<file path="config.mk">
export PLATFORM = sky130hd
export DESIGN_NAME = line_command_recognizer
export DESIGN_NICKNAME = d
export VERILOG_FILES = /design/src/rtl/lcr_pkg.sv /design/src/rtl/lcr_ram.sv /design/src/rtl/lcr_datapath.sv /design/src/rtl/lcr_ctrl.sv /design/src/rtl/line_command_recognizer.sv
export SDC_FILE = /design/constraint.sdc
export NUM_CORES = 1
export LEC_CHECK = 0
export ABC_CLOCK_PERIOD_IN_PS = 13500
export BUFFER_PORTS_ARGS = -buffer_cell sky130_fd_sc_hd__clkbuf_2
export CAP_MARGIN = 20
export CORE_MARGIN = 8
export CORE_UTILIZATION = 43
export DETAILED_ROUTE_END_ITERATION = 10
export SLEW_MARGIN = 10
export SYNTH_ARGS = -nofsm -noshare
export SYNTH_HDL_FRONTEND = slang
export SYNTH_HIERARCHICAL = 1
export SYNTH_SLANG_ARGS = --single-unit
</file>
<file path="constraint.sdc">
create_clock -name clk -period 13.5 [get_ports clk]
set_input_delay 0 -clock clk [delete_from_list [all_inputs] [get_ports clk]]
set_output_delay 0 -clock clk [all_outputs]
set_load 0.1 [all_outputs]
</file>
<file path="src/rtl/lcr_pkg.sv">
// ----------------------------------------------------------------------------
// lcr_pkg
// shared types and constants of the line command recognizer
// ----------------------------------------------------------------------------
package lcr_pkg;

	localparam int LINE_LEN = 64;
	localparam int IDX_W = $clog2(LINE_LEN);
	localparam int CNT_W = $clog2(LINE_LEN + 1);

	localparam logic [2:0] ST_OK       = 3'd0;
	localparam logic [2:0] ST_OVERFLOW = 3'd1;
	localparam logic [2:0] ST_SYNTAX   = 3'd2;
	localparam logic [2:0] ST_UNKNOWN  = 3'd3;
	localparam logic [2:0] ST_BADARG   = 3'd4;
	localparam logic [2:0] ST_EMPTY    = 3'd5;

	localparam logic [2:0] CMD_HELP     = 3'd0;
	localparam logic [2:0] CMD_BAUD_SET = 3'd6;

	localparam logic [31:0] ARG_NONE = 32'hFFFF_FFFF;
	localparam int KEY_COUNT = 6;
	localparam int KEY_MAX = 10;

	typedef enum logic [2:0] {
		S_IDLE,
		S_RECV,
		S_SCAN,
		S_DONE,
		S_OUT
	} state_t;

	// controller to datapath
	typedef struct packed {
		logic start_line;
		logic store_byte;
		logic scan_start;
		logic scan_step;
		logic load_syntax;
		logic load_overflow;
		logic load_final;
	} cmd_t;

	// datapath to controller
	typedef struct packed {
		logic full;
		logic scan_last;
	} stat_t;

	function automatic logic bad_start(input logic [7:0] b);
		return b == 8'h00 || b == 8'h0D || b == 8'h0A || b == 8'h23 ||
		       b == 8'h2D || b == 8'h20 || b == 8'h09;
	endfunction

	// character i of key k, zero past its end
	function automatic logic [7:0] key_char(input int k, input int i);
		logic [8*KEY_MAX-1:0] s;
		int n;
		case (k)
			0: begin s = 80'("HELP"); n = 4; end
			1: begin s = 80'("LED ON"); n = 6; end
			2: begin s = 80'("LED OFF"); n = 7; end
			3: begin s = 80'("LED TOGGLE"); n = 10; end
			4: begin s = 80'("STATUS"); n = 6; end
			default: begin s = 80'("BAUD?"); n = 5; end
		endcase
		return (i >= 0 && i < n) ? s[8*(n-1-i) +: 8] : 8'h00;
	endfunction

	function automatic logic [7:0] upcase(input logic [7:0] b);
		return (b >= 8'h61 && b <= 8'h7A) ? b - 8'h20 : b;
	endfunction

endpackage

</file>
<file path="src/rtl/lcr_ram.sv">
// ----------------------------------------------------------------------------
// lcr_ram
// generic single-port ram with registered read
// ----------------------------------------------------------------------------
module lcr_ram #(
	parameter int WIDTH = 8,
	parameter int DEPTH = 64
) (
	input  logic                     clk,
	input  logic                     we,
	input  logic [$clog2(DEPTH)-1:0] addr,
	input  logic [WIDTH-1:0]         wdata,
	output logic [WIDTH-1:0]         rdata
);
	logic [WIDTH-1:0] mem_q [DEPTH];

	always_ff @(posedge clk) begin
		if (we) begin
			mem_q[addr] <= wdata;
		end
		rdata <= mem_q[addr];
	end
endmodule

</file>
<file path="src/rtl/lcr_datapath.sv">
// ----------------------------------------------------------------------------
// lcr_datapath
// line store, fill count and a byte-serial line scanner
// ----------------------------------------------------------------------------
module lcr_datapath (
	input  logic          clk,
	input  logic          arst_n,
	input  lcr_pkg::cmd_t cmd,
	input  logic [7:0]    rx_byte,
	output lcr_pkg::stat_t stat,
	output logic [2:0]    status,
	output logic [2:0]    command,
	output logic [31:0]   argument
);
	import lcr_pkg::*;

	logic [CNT_W-1:0] fill_q;
	logic [CNT_W-1:0] end_q;
	logic [CNT_W-1:0] pos_q;   // address presented to ram
	logic [CNT_W-1:0] idx_q;   // index of byte in rdata
	logic             done_q;  // zero or end seen
	logic [CNT_W-1:0] len_q;
	logic [KEY_COUNT-1:0] key_ok_q;
	logic             baud_ok_q;
	logic             eq_seen_q;
	logic [CNT_W-1:0] eq_q;
	// argument parse: 0 lead blanks, 1 after sign, 2 digits, 3 bad
	logic [1:0]       ph_q;
	logic             neg_q;
	logic [31:0]      mag_q;
	logic [34:0]      mag_next;
	logic [7:0]       rd;
	logic             we;
	logic [IDX_W-1:0] addr;
	logic [7:0]       c;

	assign we = cmd.start_line || cmd.store_byte;
	assign addr = (cmd.start_line || cmd.scan_start) ? '0
	            : (we ? fill_q[IDX_W-1:0] : pos_q[IDX_W-1:0]);

	lcr_ram #(.WIDTH(8), .DEPTH(LINE_LEN)) u_ram (
		.clk(clk), .we(we), .addr(addr), .wdata(rx_byte), .rdata(rd)
	);

	assign c = upcase(rd);
	assign stat.full = fill_q >= CNT_W'(LINE_LEN);
	assign stat.scan_last = done_q;
	assign mag_next = {mag_q, 3'b0} + {2'b0, mag_q, 1'b0} + 35'(c - 8'h30);

	always_ff @(posedge clk or negedge arst_n) begin
		if (!arst_n) begin
			fill_q <= '0;
		end else if (cmd.start_line) begin
			fill_q <= CNT_W'(1);
		end else if (cmd.store_byte) begin
			fill_q <= fill_q + 1'b1;
		end
	end

	always_ff @(posedge clk) begin
		if (cmd.scan_start) begin
			end_q <= (fill_q >= CNT_W'(LINE_LEN)) ? CNT_W'(LINE_LEN - 1) : fill_q;
			pos_q <= CNT_W'(1);
			idx_q <= '0;
			done_q <= 1'b0;
			len_q <= '0;
			key_ok_q <= '1;
			baud_ok_q <= 1'b1;
			eq_seen_q <= 1'b0;
			ph_q <= 2'd0;
			neg_q <= 1'b0;
			mag_q <= '0;
		end else if (cmd.scan_step && !done_q) begin
			pos_q <= pos_q + 1'b1;
			idx_q <= idx_q + 1'b1;
			if (idx_q == end_q || rd == 8'h00) begin
				done_q <= 1'b1;
				len_q <= idx_q;
				for (int k = 0; k < KEY_COUNT; k++) begin
					if (key_char(k, int'(idx_q)) != 8'h00 || idx_q > CNT_W'(KEY_MAX)) begin
						key_ok_q[k] <= 1'b0;
					end
				end
			end else begin
				for (int k = 0; k < KEY_COUNT; k++) begin
					if (idx_q >= CNT_W'(KEY_MAX) || key_char(k, int'(idx_q)) != c) begin
						key_ok_q[k] <= 1'b0;
					end
				end
				if (idx_q < CNT_W'(5) && key_char(5, int'(idx_q[2:0])) != 8'h00 &&
				    idx_q != CNT_W'(4) && key_char(5, int'(idx_q[2:0])) != c) begin
					baud_ok_q <= 1'b0;
				end
				if (idx_q == CNT_W'(4) && c != 8'h3D) begin
					baud_ok_q <= 1'b0;
				end
				if (!eq_seen_q) begin
					if (c == 8'h3D) begin
						eq_seen_q <= 1'b1;
						eq_q <= idx_q;
					end
				end else begin
					unique case (ph_q)
						2'd0: begin
							if (c == 8'h20 || c == 8'h09 || c == 8'h0B || c == 8'h0C) begin
								ph_q <= 2'd0;
							end else if (c == 8'h2B || c == 8'h2D) begin
								neg_q <= c == 8'h2D;
								ph_q <= 2'd1;
							end else if (c >= 8'h30 && c <= 8'h39) begin
								mag_q <= 32'(c - 8'h30);
								ph_q <= 2'd2;
							end else begin
								ph_q <= 2'd3;
							end
						end
						2'd1, 2'd2: begin
							if (c >= 8'h30 && c <= 8'h39) begin
								mag_q <= (mag_next > 35'h8000_0000) ? 32'h8000_0000
								         : mag_next[31:0];
								ph_q <= 2'd2;
							end else begin
								ph_q <= 2'd3;
							end
						end
						default: ph_q <= 2'd3;
					endcase
				end
			end
		end
	end

	always_ff @(posedge clk) begin
		priority if (cmd.load_syntax) begin
			status <= ST_SYNTAX; command <= CMD_HELP; argument <= ARG_NONE;
		end else if (cmd.load_overflow) begin
			status <= ST_OVERFLOW; command <= CMD_HELP; argument <= ARG_NONE;
		end else if (cmd.load_final) begin
			command <= CMD_HELP;
			argument <= ARG_NONE;
			if (len_q == '0) begin
				status <= ST_EMPTY;
			end else if (eq_seen_q) begin
				if (ph_q != 2'd2) begin
					status <= ST_BADARG;
				end else if (eq_q == CNT_W'(4) && baud_ok_q) begin
					status <= ST_OK;
					command <= CMD_BAUD_SET;
					argument <= neg_q ? 32'(0) - mag_q
					          : (mag_q[31] ? 32'h7FFF_FFFF : mag_q);
				end else begin
					status <= ST_UNKNOWN;
				end
			end else begin
				status <= ST_UNKNOWN;
				for (int k = 0; k < KEY_COUNT; k++) begin
					if (key_ok_q[k]) begin
						status <= ST_OK;
						command <= 3'(k);
					end
				end
			end
		end
	end
endmodule

</file>
<file path="src/rtl/lcr_ctrl.sv">
// ----------------------------------------------------------------------------
// lcr_ctrl
// controller: receive, scan and result handshake
// ----------------------------------------------------------------------------
module lcr_ctrl (
	input  logic           clk,
	input  logic           arst_n,
	input  logic           in_valid,
	input  logic [7:0]     in_byte,
	output logic           in_ready,
	output logic           out_valid,
	input  logic           out_ready,
	input  lcr_pkg::stat_t stat,
	output lcr_pkg::cmd_t  cmd
);
	import lcr_pkg::*;

	state_t state_q, state_d;
	logic   acc;

	assign acc = in_valid && in_ready;

	always_ff @(posedge clk or negedge arst_n) begin
		if (!arst_n) begin
			state_q <= S_IDLE;
		end else begin
			state_q <= state_d;
		end
	end

	always_comb begin
		state_d = state_q;
		cmd = '0;
		in_ready = 1'b0;
		out_valid = 1'b0;
		unique case (state_q)
			S_IDLE: begin
				in_ready = 1'b1;
				if (acc) begin
					if (bad_start(in_byte)) begin
						cmd.load_syntax = 1'b1;
						state_d = S_OUT;
					end else begin
						cmd.start_line = 1'b1;
						state_d = S_RECV;
					end
				end
			end
			S_RECV: begin
				in_ready = 1'b1;
				if (acc) begin
					if (in_byte == 8'h0D || in_byte == 8'h0A) begin
						cmd.scan_start = 1'b1;
						state_d = S_SCAN;
					end else if (stat.full) begin
						cmd.load_overflow = 1'b1;
						state_d = S_OUT;
					end else begin
						cmd.store_byte = 1'b1;
					end
				end
			end
			S_SCAN: begin
				cmd.scan_step = 1'b1;
				if (stat.scan_last) begin
					state_d = S_DONE;
				end
			end
			S_DONE: begin
				cmd.load_final = 1'b1;
				state_d = S_OUT;
			end
			S_OUT: begin
				out_valid = 1'b1;
				if (out_ready) begin
					state_d = S_IDLE;
				end
			end
			default: state_d = S_IDLE;
		endcase
	end
endmodule

</file>
<file path="src/rtl/line_command_recognizer.sv">
// ----------------------------------------------------------------------------
// line_command_recognizer
// collects received bytes into a line and recognizes fixed text commands
// ----------------------------------------------------------------------------
// usage:
//   s_axis carries one received byte per transaction (tdata = rx_byte)
//   m_axis carries one result per finished line or error
//   bytes of a line are stored in a 64-entry single-port ram, one per cycle
//   a bad first byte or a byte past the store gives a result in the next cycle
//   a cr or lf ends the line; the controller then reads the store once,
//   one byte per cycle, up to the first zero byte and at most 63 bytes,
//   and then offers its result
//   no byte is taken while a line is scanned or a result is waiting;
//   a stalled receiver holds m_axis_tdata steady until taken
//   reset clears the controller and fill count; the ram needs no clearing
//   since only written entries are ever read
// ----------------------------------------------------------------------------
module line_command_recognizer (
	input  logic        clk,
	input  logic        arst_n,
	input  logic        s_axis_tvalid,
	output logic        s_axis_tready,
	input  logic [7:0]  s_axis_tdata,   // rx_byte[7:0]
	output logic        m_axis_tvalid,
	input  logic        m_axis_tready,
	output logic [39:0] m_axis_tdata    // status[2:0], command[5:3], argument[37:6], zeros
);
	import lcr_pkg::*;

	cmd_t        cmd;
	stat_t       stat;
	logic [2:0]  status;
	logic [2:0]  command;
	logic [31:0] argument;

	lcr_ctrl u_ctrl (
		.clk(clk), .arst_n(arst_n),
		.in_valid(s_axis_tvalid), .in_byte(s_axis_tdata), .in_ready(s_axis_tready),
		.out_valid(m_axis_tvalid), .out_ready(m_axis_tready),
		.stat(stat), .cmd(cmd)
	);

	lcr_datapath u_dp (
		.clk(clk), .arst_n(arst_n), .cmd(cmd), .rx_byte(s_axis_tdata),
		.stat(stat), .status(status), .command(command), .argument(argument)
	);

	assign m_axis_tdata = {2'b00, argument, command, status};
endmodule

</file>
# Yosys cells after proc, flatten, opt, wreduce, memory -nomap -nowiden
# Memory sizes are Yosys's and may differ from the RTL's. A register that Yosys moved wholly into a read port is not among the register bits.
# Index checks and enable logic that the tools add are counted.
word_totals:
  ff_bits: 127
  ramBits: 512
  output_inout_bits: 42
  elab_cells: 380
  memories: 1
mem_list:
  columns: ["name", "depth", "word_bits", "read_ports", "rd_clocked_by_memory_dff", "wr", "line_no", "source"]
  rows:
  - ["u_dp.u_ram.mem_q", 64, 8, 1, 1, 1, "lcr_ram.sv:15", "logic [WIDTH-1:0] mem_q [DEPTH];"]
op_classes:
  add_sub_neg: 30
  order_cmp: 20
  eq_ne: 47
  shifts: 13
  mux: 167
  n_bitwise: 4
  reduce_logical: 75
ops:
  columns: ["operator", "count"]
  rows:
  - ["80-bit 2-to-1 mux", 36]
  - ["32-bit 2-to-1 mux", 40]
  - ["80-bit by 32-bit indexed part select with 8-bit output", 13]
  - ["8-bit by 32-bit less-than comparator with 1-bit output", 10]
  - ["29-bit by 2-bit subtractor with 29-bit output (second input constant)", 10]
  - ["29-bit by 8-bit subtractor with 29-bit output", 10]
  - ["8-bit 2-to-1 mux", 14]
  - ["32-bit case mux with 2 select lines", 1]
  - ["8-bit by 6-bit equality test with 1-bit output (second input constant)", 7]
  - ["8-bit inequality test", 7]
  - ["8-bit nonzero test", 7]
  - ["8-bit by 4-bit equality test with 1-bit output (second input constant)", 6]
  - ["3-bit 2-to-1 mux", 16]
  - ["1-bit 2-to-1 mux", 37]
  - ["35-bit by 33-bit adder with 35-bit output", 1]
  - ["35-bit adder", 1]
  - ["35-bit by 32-bit greater-than comparator with 1-bit output (second input constant)", 1]
  - ["4-bit by 32-bit less-than comparator with 1-bit output", 1]
  - ["1-bit by 32-bit subtractor with 32-bit output (first input constant)", 1]
  - ["31-bit 2-to-1 mux", 1]
  - ["2-bit 2-to-1 mux", 15]
  - ["29-bit by 4-bit subtractor with 29-bit output", 1]
  - ["1-bit logical OR", 26]
  - ["3-bit AND reduction", 8]
  - ["other kinds (40)", 86]

# Depth between registers and ports, before layout
logic_depth:
  ltp_word: 17
  ltp_mapped: 22
  ltp_nobuf: 19

# Modules after synthesis
# Netlist, hierarchy kept.
by_module_without_submodules:
  columns: ["mod", "n_inst", "cells_each", "area_per_inst_um2", "seq_area_each_um2"]
  rows:
  - ["lcr_ram", 1, 1204, 20135.6, 15534.9]
  - ["lcr_datapath", 1, 1283, 10009.6, 2637.5]
  - ["lcr_ctrl", 1, 56, 434.2, 75.1]
  - ["line_command_recognizer", 1, 3, 18.8, 0.0]

# Least setup slack after synthesis
# Ideal clock, no wire load.
synth_timing:
  path_kind: "register to register"
  start: "reg u_dp.u_ram.rdata[4] (read register of u_dp.u_ram.mem_q)"
  end: "reg u_dp.mag_q[10]"
  setup_ns: 0.078
  t_arrival_ns: 6.067
  required_ns: 13.422
  path_slack_ns: 7.355
  stages_incl_launch_ff: 22
  period_less_slack_ns: 6.145
  cell_sequence: "dfxtp_1 > clkbuf_1 > nor2_1 > a32oi_1 > a31oi_1 > ha_1 > or2_2 > inv_1 > fa_1 > ha_1 > clkbuf_1 > and4_1 > and2_1 > a22o_1 > o21a_1 > a21boi_0 > xnor2_1 > or2_2 > o41ai_1 > a31oi_1 > clkbuf_1 > nor3_1"
synth_via:
  elab_chain_len: 9
synth_rtl:
  columns: ["item", "line_no", "source"]
  rows:
  - ["start, declared", "lcr_ram.sv:13", "output logic [WIDTH-1:0] rdata"]
  - ["8-bit by 7-bit >= comparator with 1-bit output / 8-bit by 7-bit <= comparator with 1-bit output (equally long branches)", "lcr_pkg.sv:71", "return (b >= 8'h61 && b <= 8'h7A) ? b - 8'h20 : b;"]
  - ["1-bit logical AND", "lcr_pkg.sv:71", null]
  - ["8-bit 2-to-1 mux", "lcr_pkg.sv:71", null]
  - ["8-bit by 6-bit subtractor with 9-bit output (tied with other cells)", "lcr_datapath.sv:48, lcr_datapath.sv:111", null]
  - ["35-bit adder / 1-bit logical OR (equally long branches)", "lcr_datapath.sv:48, lcr_datapath.sv:105", null]
  - ["35-bit by 32-bit greater-than comparator with 1-bit output / 1-bit logical OR (equally long branches)", "lcr_datapath.sv:119, lcr_datapath.sv:105", null]
  - ["32-bit 2-to-1 mux / 1-bit logical OR (equally long branches)", "lcr_datapath.sv:119, lcr_datapath.sv:105", null]
  - ["32-bit 2-to-1 mux / 2-bit inequality test (equally long branches)", null, null]
  - ["32-bit case mux with 2 select lines / 8-bit AND reduction (equally long branches)", null, null]
  - ["end signal, assigned", "lcr_datapath.sv:111", "mag_q <= 32'(c - 8'h30);"]
  - ["end signal, assigned", "lcr_datapath.sv:119", "mag_q <= (mag_next > 35'h8000_0000) ? 32'h8000_0000"]
  - ["end, declared", "lcr_datapath.sv:30", "logic [31:0] mag_q;"]
# Several ways; a longest one is shown, not always the timed one. The select of a mux whose other input is x is not followed.
# A chain may end at the register's enable or synchronous reset.

# Final worst setup path
layout_timing:
  start: "reg u_dp.u_ram.rdata[2] (read register of u_dp.u_ram.mem_q)"
  end: "reg u_dp.mag_q[15]"
# The elaborated chain is that of the path after synthesis.

==> summary.md <==
| Metric | Value |
|---|---|
| Max clock buf depth | 3 |
| All-Layer GR Usage | 0.214 |
| CTS tree | done |
| Combinational Power Share | 0.519 |
| Routed len/inst | 24.5 µm |
| Clock Power Share | 0.207 |
| CP Launch Type | register |
| Maximum clock frequency | 138 MHz |
| Crit-path max FO | 30 |
| Number of global-route vias before repair | 20,800 |
| Synth-to-Final Area Change | 11.1% |
| Power Internal | 4.98 mW |
| Routability Congestion | 0.888 |
| CP peak stage delay | 0.90 ns |
| Fin Setup TNS | 0 ns |
| Worst endpoint data arrival time | 7.72 ns |
| Worst hold path type | in2reg |
| Final Cycle Share | 0.536 |
| Setup Skew | 0.0255 ns |
| Initial core utilization | 0.431 |
| Final setup vio count | 0 |
| Pwr/cell area | 266 nW/µm² |
| Final Max Tran Viols | 0 |
| Hold EP | u_dp/u_ram/mem_q[13][5] |
| Vias per Instance | 6.11 |
| Peak VDD IR | 170 µV |
| YS warnings | 6 |
| Final Instance Area | 34,000 µm² |
| Total area of sequential cells | 18,200 µm² |
| Fin crit period | 7.24 ns |
| CP max-delay cell | dfxtp_1 |
| DR vias | 21,600 |
| Synth Cell Area | 30,600 µm² |
| Share of layout cells above drive strength 1 | 0.105 |
| FF-to-FF setup slack | 6.26 ns |
| Worst reg2reg path startpoint | u_dp/u_ram/rdata[2] |
| Number of port buffers | 51 |
| Dpl hpwl | 56,000 µm |
| Hold Crit Depth | 2 |
| Die area | 80,000 µm² |
| Die W | 283 µm |
| Flop pwr share | 0.274 |
| Yosys cell types | 93 |
| Largest net degree at the start of global routing | 122 |
| Clk Latency, worst-skew pair | 0.61 ns |
| Diode count | 0 |
| Num ports | 54 |
| Design Power | 9.05 mW |
| Syn_area_per_cell | 12.0 µm² |
| DP Area | 31,700 µm² |
| Worst path cell trace | nor2_1 -> a32oi_1 -> a31oi_1 -> ha_1 -> or2_2 -> inv_1 -> buf_4 -> fa_1 -> ha_1 -> a21oi_1 -> o21ai_0 -> a2111oi_0 -> nor2_1 -> nor3_1 -> xor2_1 -> nand4_1 -> o41ai_1 -> a31oi_1 -> buf_4 -> a2111oi_0 |
| Core ar. | 71,000 µm² |
| # DRC | 0 |
| First-pass GRT wire length | 131,000 µm |
| Die height | 283 µm |
| Clk slew on worst S/H paths | 0.06 ns |
| DRT Wirelength | 86,700 µm |
| Synth async-reset ratio | 0.0155 |
| Multi-input logic area | 11,400 µm² |
| Final Core Density | 0.479 |
| Number of max-cap violations | 0 |
| Synth Instances | 2,546 |
| Prevailing post-synth register cell | edfxtp_1 |
| Antenna viol nets, final | 0 |
| Setup repair after global routing missed its margin | no |
| Register area share after synthesis | 0.596 |
| EDFF count, synth | 526 |
| LEAKAGE | 11.5 nW |
| Sw frac | 0.450 |
| Pre-Repair DR Iteration Count | 6 |
| Worst Hold Launch | s_axis_tdata[5] |
| Final Hold Fails | 0 |
| Overflow left after global routing | 0 |
| Iter 0 DRT Violations | 2,120 |
| Critical path type | reg2reg |
| Final nets | 2,638 |
| Site row count | 98 |
| Worst Path Required | 13.98 ns |
| Status | finished clean |
| Max-slew headroom | 0.257 |
| Clock Sinks | 646 |
| Initial antenna violation count | 1 |
| H-tree depth | 3 |
| Crit. End Element | register |
| Post-CTS sizing | 0 |
| Clock root cell | clkbuf_16 |
| Sw power | 4.07 mW |
| CTS buffer count | 68 |
| Seq cells post-synth | 646 |
| Worst Reg-to-Reg Cells | 20 |
| Worst slew pin tran | 1.11 ns |
| R2r endpoint | u_dp/mag_q[15] |
| Filler cells | 6,314 |
state kept, by name (all words and copies together) (netlist names):
signal            count
u_dp/baud_ok_q        1
u_dp/len_q            7
u_dp/command          3
u_dp/status           3
u_dp/key_ok_q         6
u_ctrl/state_q        3
u_dp/pos_q            6
u_dp/fill_q           7
u_dp/eq_seen_q        1
u_dp/ph_q             2
u_dp/argument        32
u_dp/neg_q            1
u_dp/mag_q           32
u_dp/u_ram/rdata      8
u_dp/done_q           1
u_dp/u_ram/mem_q    512
u_dp/eq_q             7
u_dp/end_q            7
u_dp/idx_q            7
critical path, delay by kind of cell, from the launching register on:
| family | cells | cell delay (ns) |
|---|---|---|
| AOI/OAI and AO/OA | 8 | 2.82 |
| and+or+nand+nor | 5 | 1.06 |
| adders and majority gates | 3 | 1.30 |
| DFF | 1 | 0.90 |
| buffers and inverters | 3 | 0.73 |
| xor gates and xnor gates | 1 | 0.31 |
placed cells by master, fill, tap and decap left out, types with 15 or more instances in the layout:
| master | instances |
|---|---|
| o211ai_1 | 20 |
| a221oi_1 | 77 |
| xnor2_1 | 60 |
| nand3_1 | 50 |
| a22o_1 | 23 |
| clkinv_1 | 17 |
| or3_1 | 15 |
| xor2_1 | 33 |
| nor3_1 | 77 |
| clkbuf_16 | 70 |
| buf_4 | 38 |
| nand4_1 | 24 |
| edfxtp_1 | 526 |
| clkbuf_2 | 51 |
| a22oi_1 | 79 |
| mux2i_1 | 60 |
| and3_1 | 15 |
| a211oi_1 | 15 |
| nor4_1 | 17 |
| o21ai_0 | 123 |
| dfxtp_1 | 110 |
| o22ai_1 | 64 |
| a31oi_1 | 21 |
| a21oi_1 | 144 |
| ha_1 | 57 |
| nor2b_1 | 15 |
| nand2_1 | 139 |
| fa_1 | 31 |
| nor2_1 | 221 |
| inv_1 | 58 |
| mux2_2 | 17 |
power by group through the flow:
stage	sequential [mW]	combinational, mW	clock, mW
floorplan	2.47	3.24	0
global placement	2.52	4.59	0
detailed placement	2.52	4.61	0
CTS	2.48	4.64	1.91
global route	2.50	5.07	1.99
finish	2.48	4.70	1.87
area by class of cell:
cell class / instances / area share
multi-input combinational: 1657 / 0.335
inverter: 67 / 0.00740
timing repair buffer: 98 / 0.0190
clock inverter: 39 / 0.0134
tap: 950 / 0.0350
clock buffer: 83 / 0.0530
sequential: 646 / 0.537
stage by stage:
stage / instances / hold WS [ns] / setup slack [ns]
final: 3540 / 0.0521 / 6.26
after global routing: 3540 / 0.0855 / 5.69
after CTS: 3539 / 0.0630 / 6.39
after detailed placement: 3411 / -0.118 / 6.40
after global placement: 3410 / -0.121 / 6.61
after floorplan: 2547 / -0.296 / 7.35
routing by layer:
metal | wire, µm | track usage
met5 | 13 | 0
met4 | 2940 | 0.0716
met3 | 5970 | 0.0341
met2 | 41100 | 0.349
met1 | 36600 | 0.290
Yosys cell counts (all sizes together) (20+ instances only):
| cell type | number | area share |
|---|---|---|
| o22ai | 64 | 0.013 |
| mux2i | 60 | 0.020 |
| nand2 | 139 | 0.017 |
| dfxtp | 110 | 0.072 |
| edfxtp | 526 | 0.52 |
| buf | 61 | 0.011 |
| ha | 57 | 0.023 |
| inv | 60 | 0.0074 |
| a221oi | 79 | 0.023 |
| nor2 | 228 | 0.028 |
| a21oi | 145 | 0.024 |
| o21ai | 130 | 0.022 |
| nand4 | 24 | 0.0049 |
| a31oi | 21 | 0.0043 |
| nor3 | 79 | 0.013 |
| o211ai | 20 | 0.0049 |
| xnor2 | 60 | 0.017 |
| fa | 31 | 0.020 |
| xor2 | 33 | 0.0094 |
| nand3 | 50 | 0.0082 |
| a22oi | 79 | 0.019 |
| a22o | 23 | 0.0066 |
| clkbuf | 116 | 0.014 |
timing repair:
action,CTS,global route
buffers inserted,0,0
endpoints found under the hold margin,22,0
endpoints found under the setup margin,0,0
hold buffers,6,0
how the worst max path moves through the flow:
stage / cells after the start / end / start / slack (ns)
finish: 20 / u_dp/mag_q[15] / u_dp/u_ram/rdata[2] / 6.26
global route: 20 / u_dp/mag_q[15] / u_dp/u_ram/rdata[2] / 5.69
CTS: 19 / u_dp/mag_q[15] / u_dp/u_ram/rdata[2] / 6.39
detailed placement: 19 / u_dp/mag_q[15] / u_dp/u_ram/rdata[2] / 6.40
global placement: 19 / u_dp/mag_q[15] / u_dp/u_ram/rdata[2] / 6.61
floorplan: 21 / u_dp/mag_q[10] / u_dp/u_ram/rdata[4] / 7.35
cell families after synthesis:
group | share of synthesized area
buffers and inverters | 0.0339
DFF | 0.596
xor gates and xnor gates | 0.0266
and+or+nand+nor | 0.107
muxes | 0.0347
AOI/OAI and AO/OA | 0.157
adders and majority gates | 0.0436
other | 0.000245
Power figures use the tool's default switching activity.
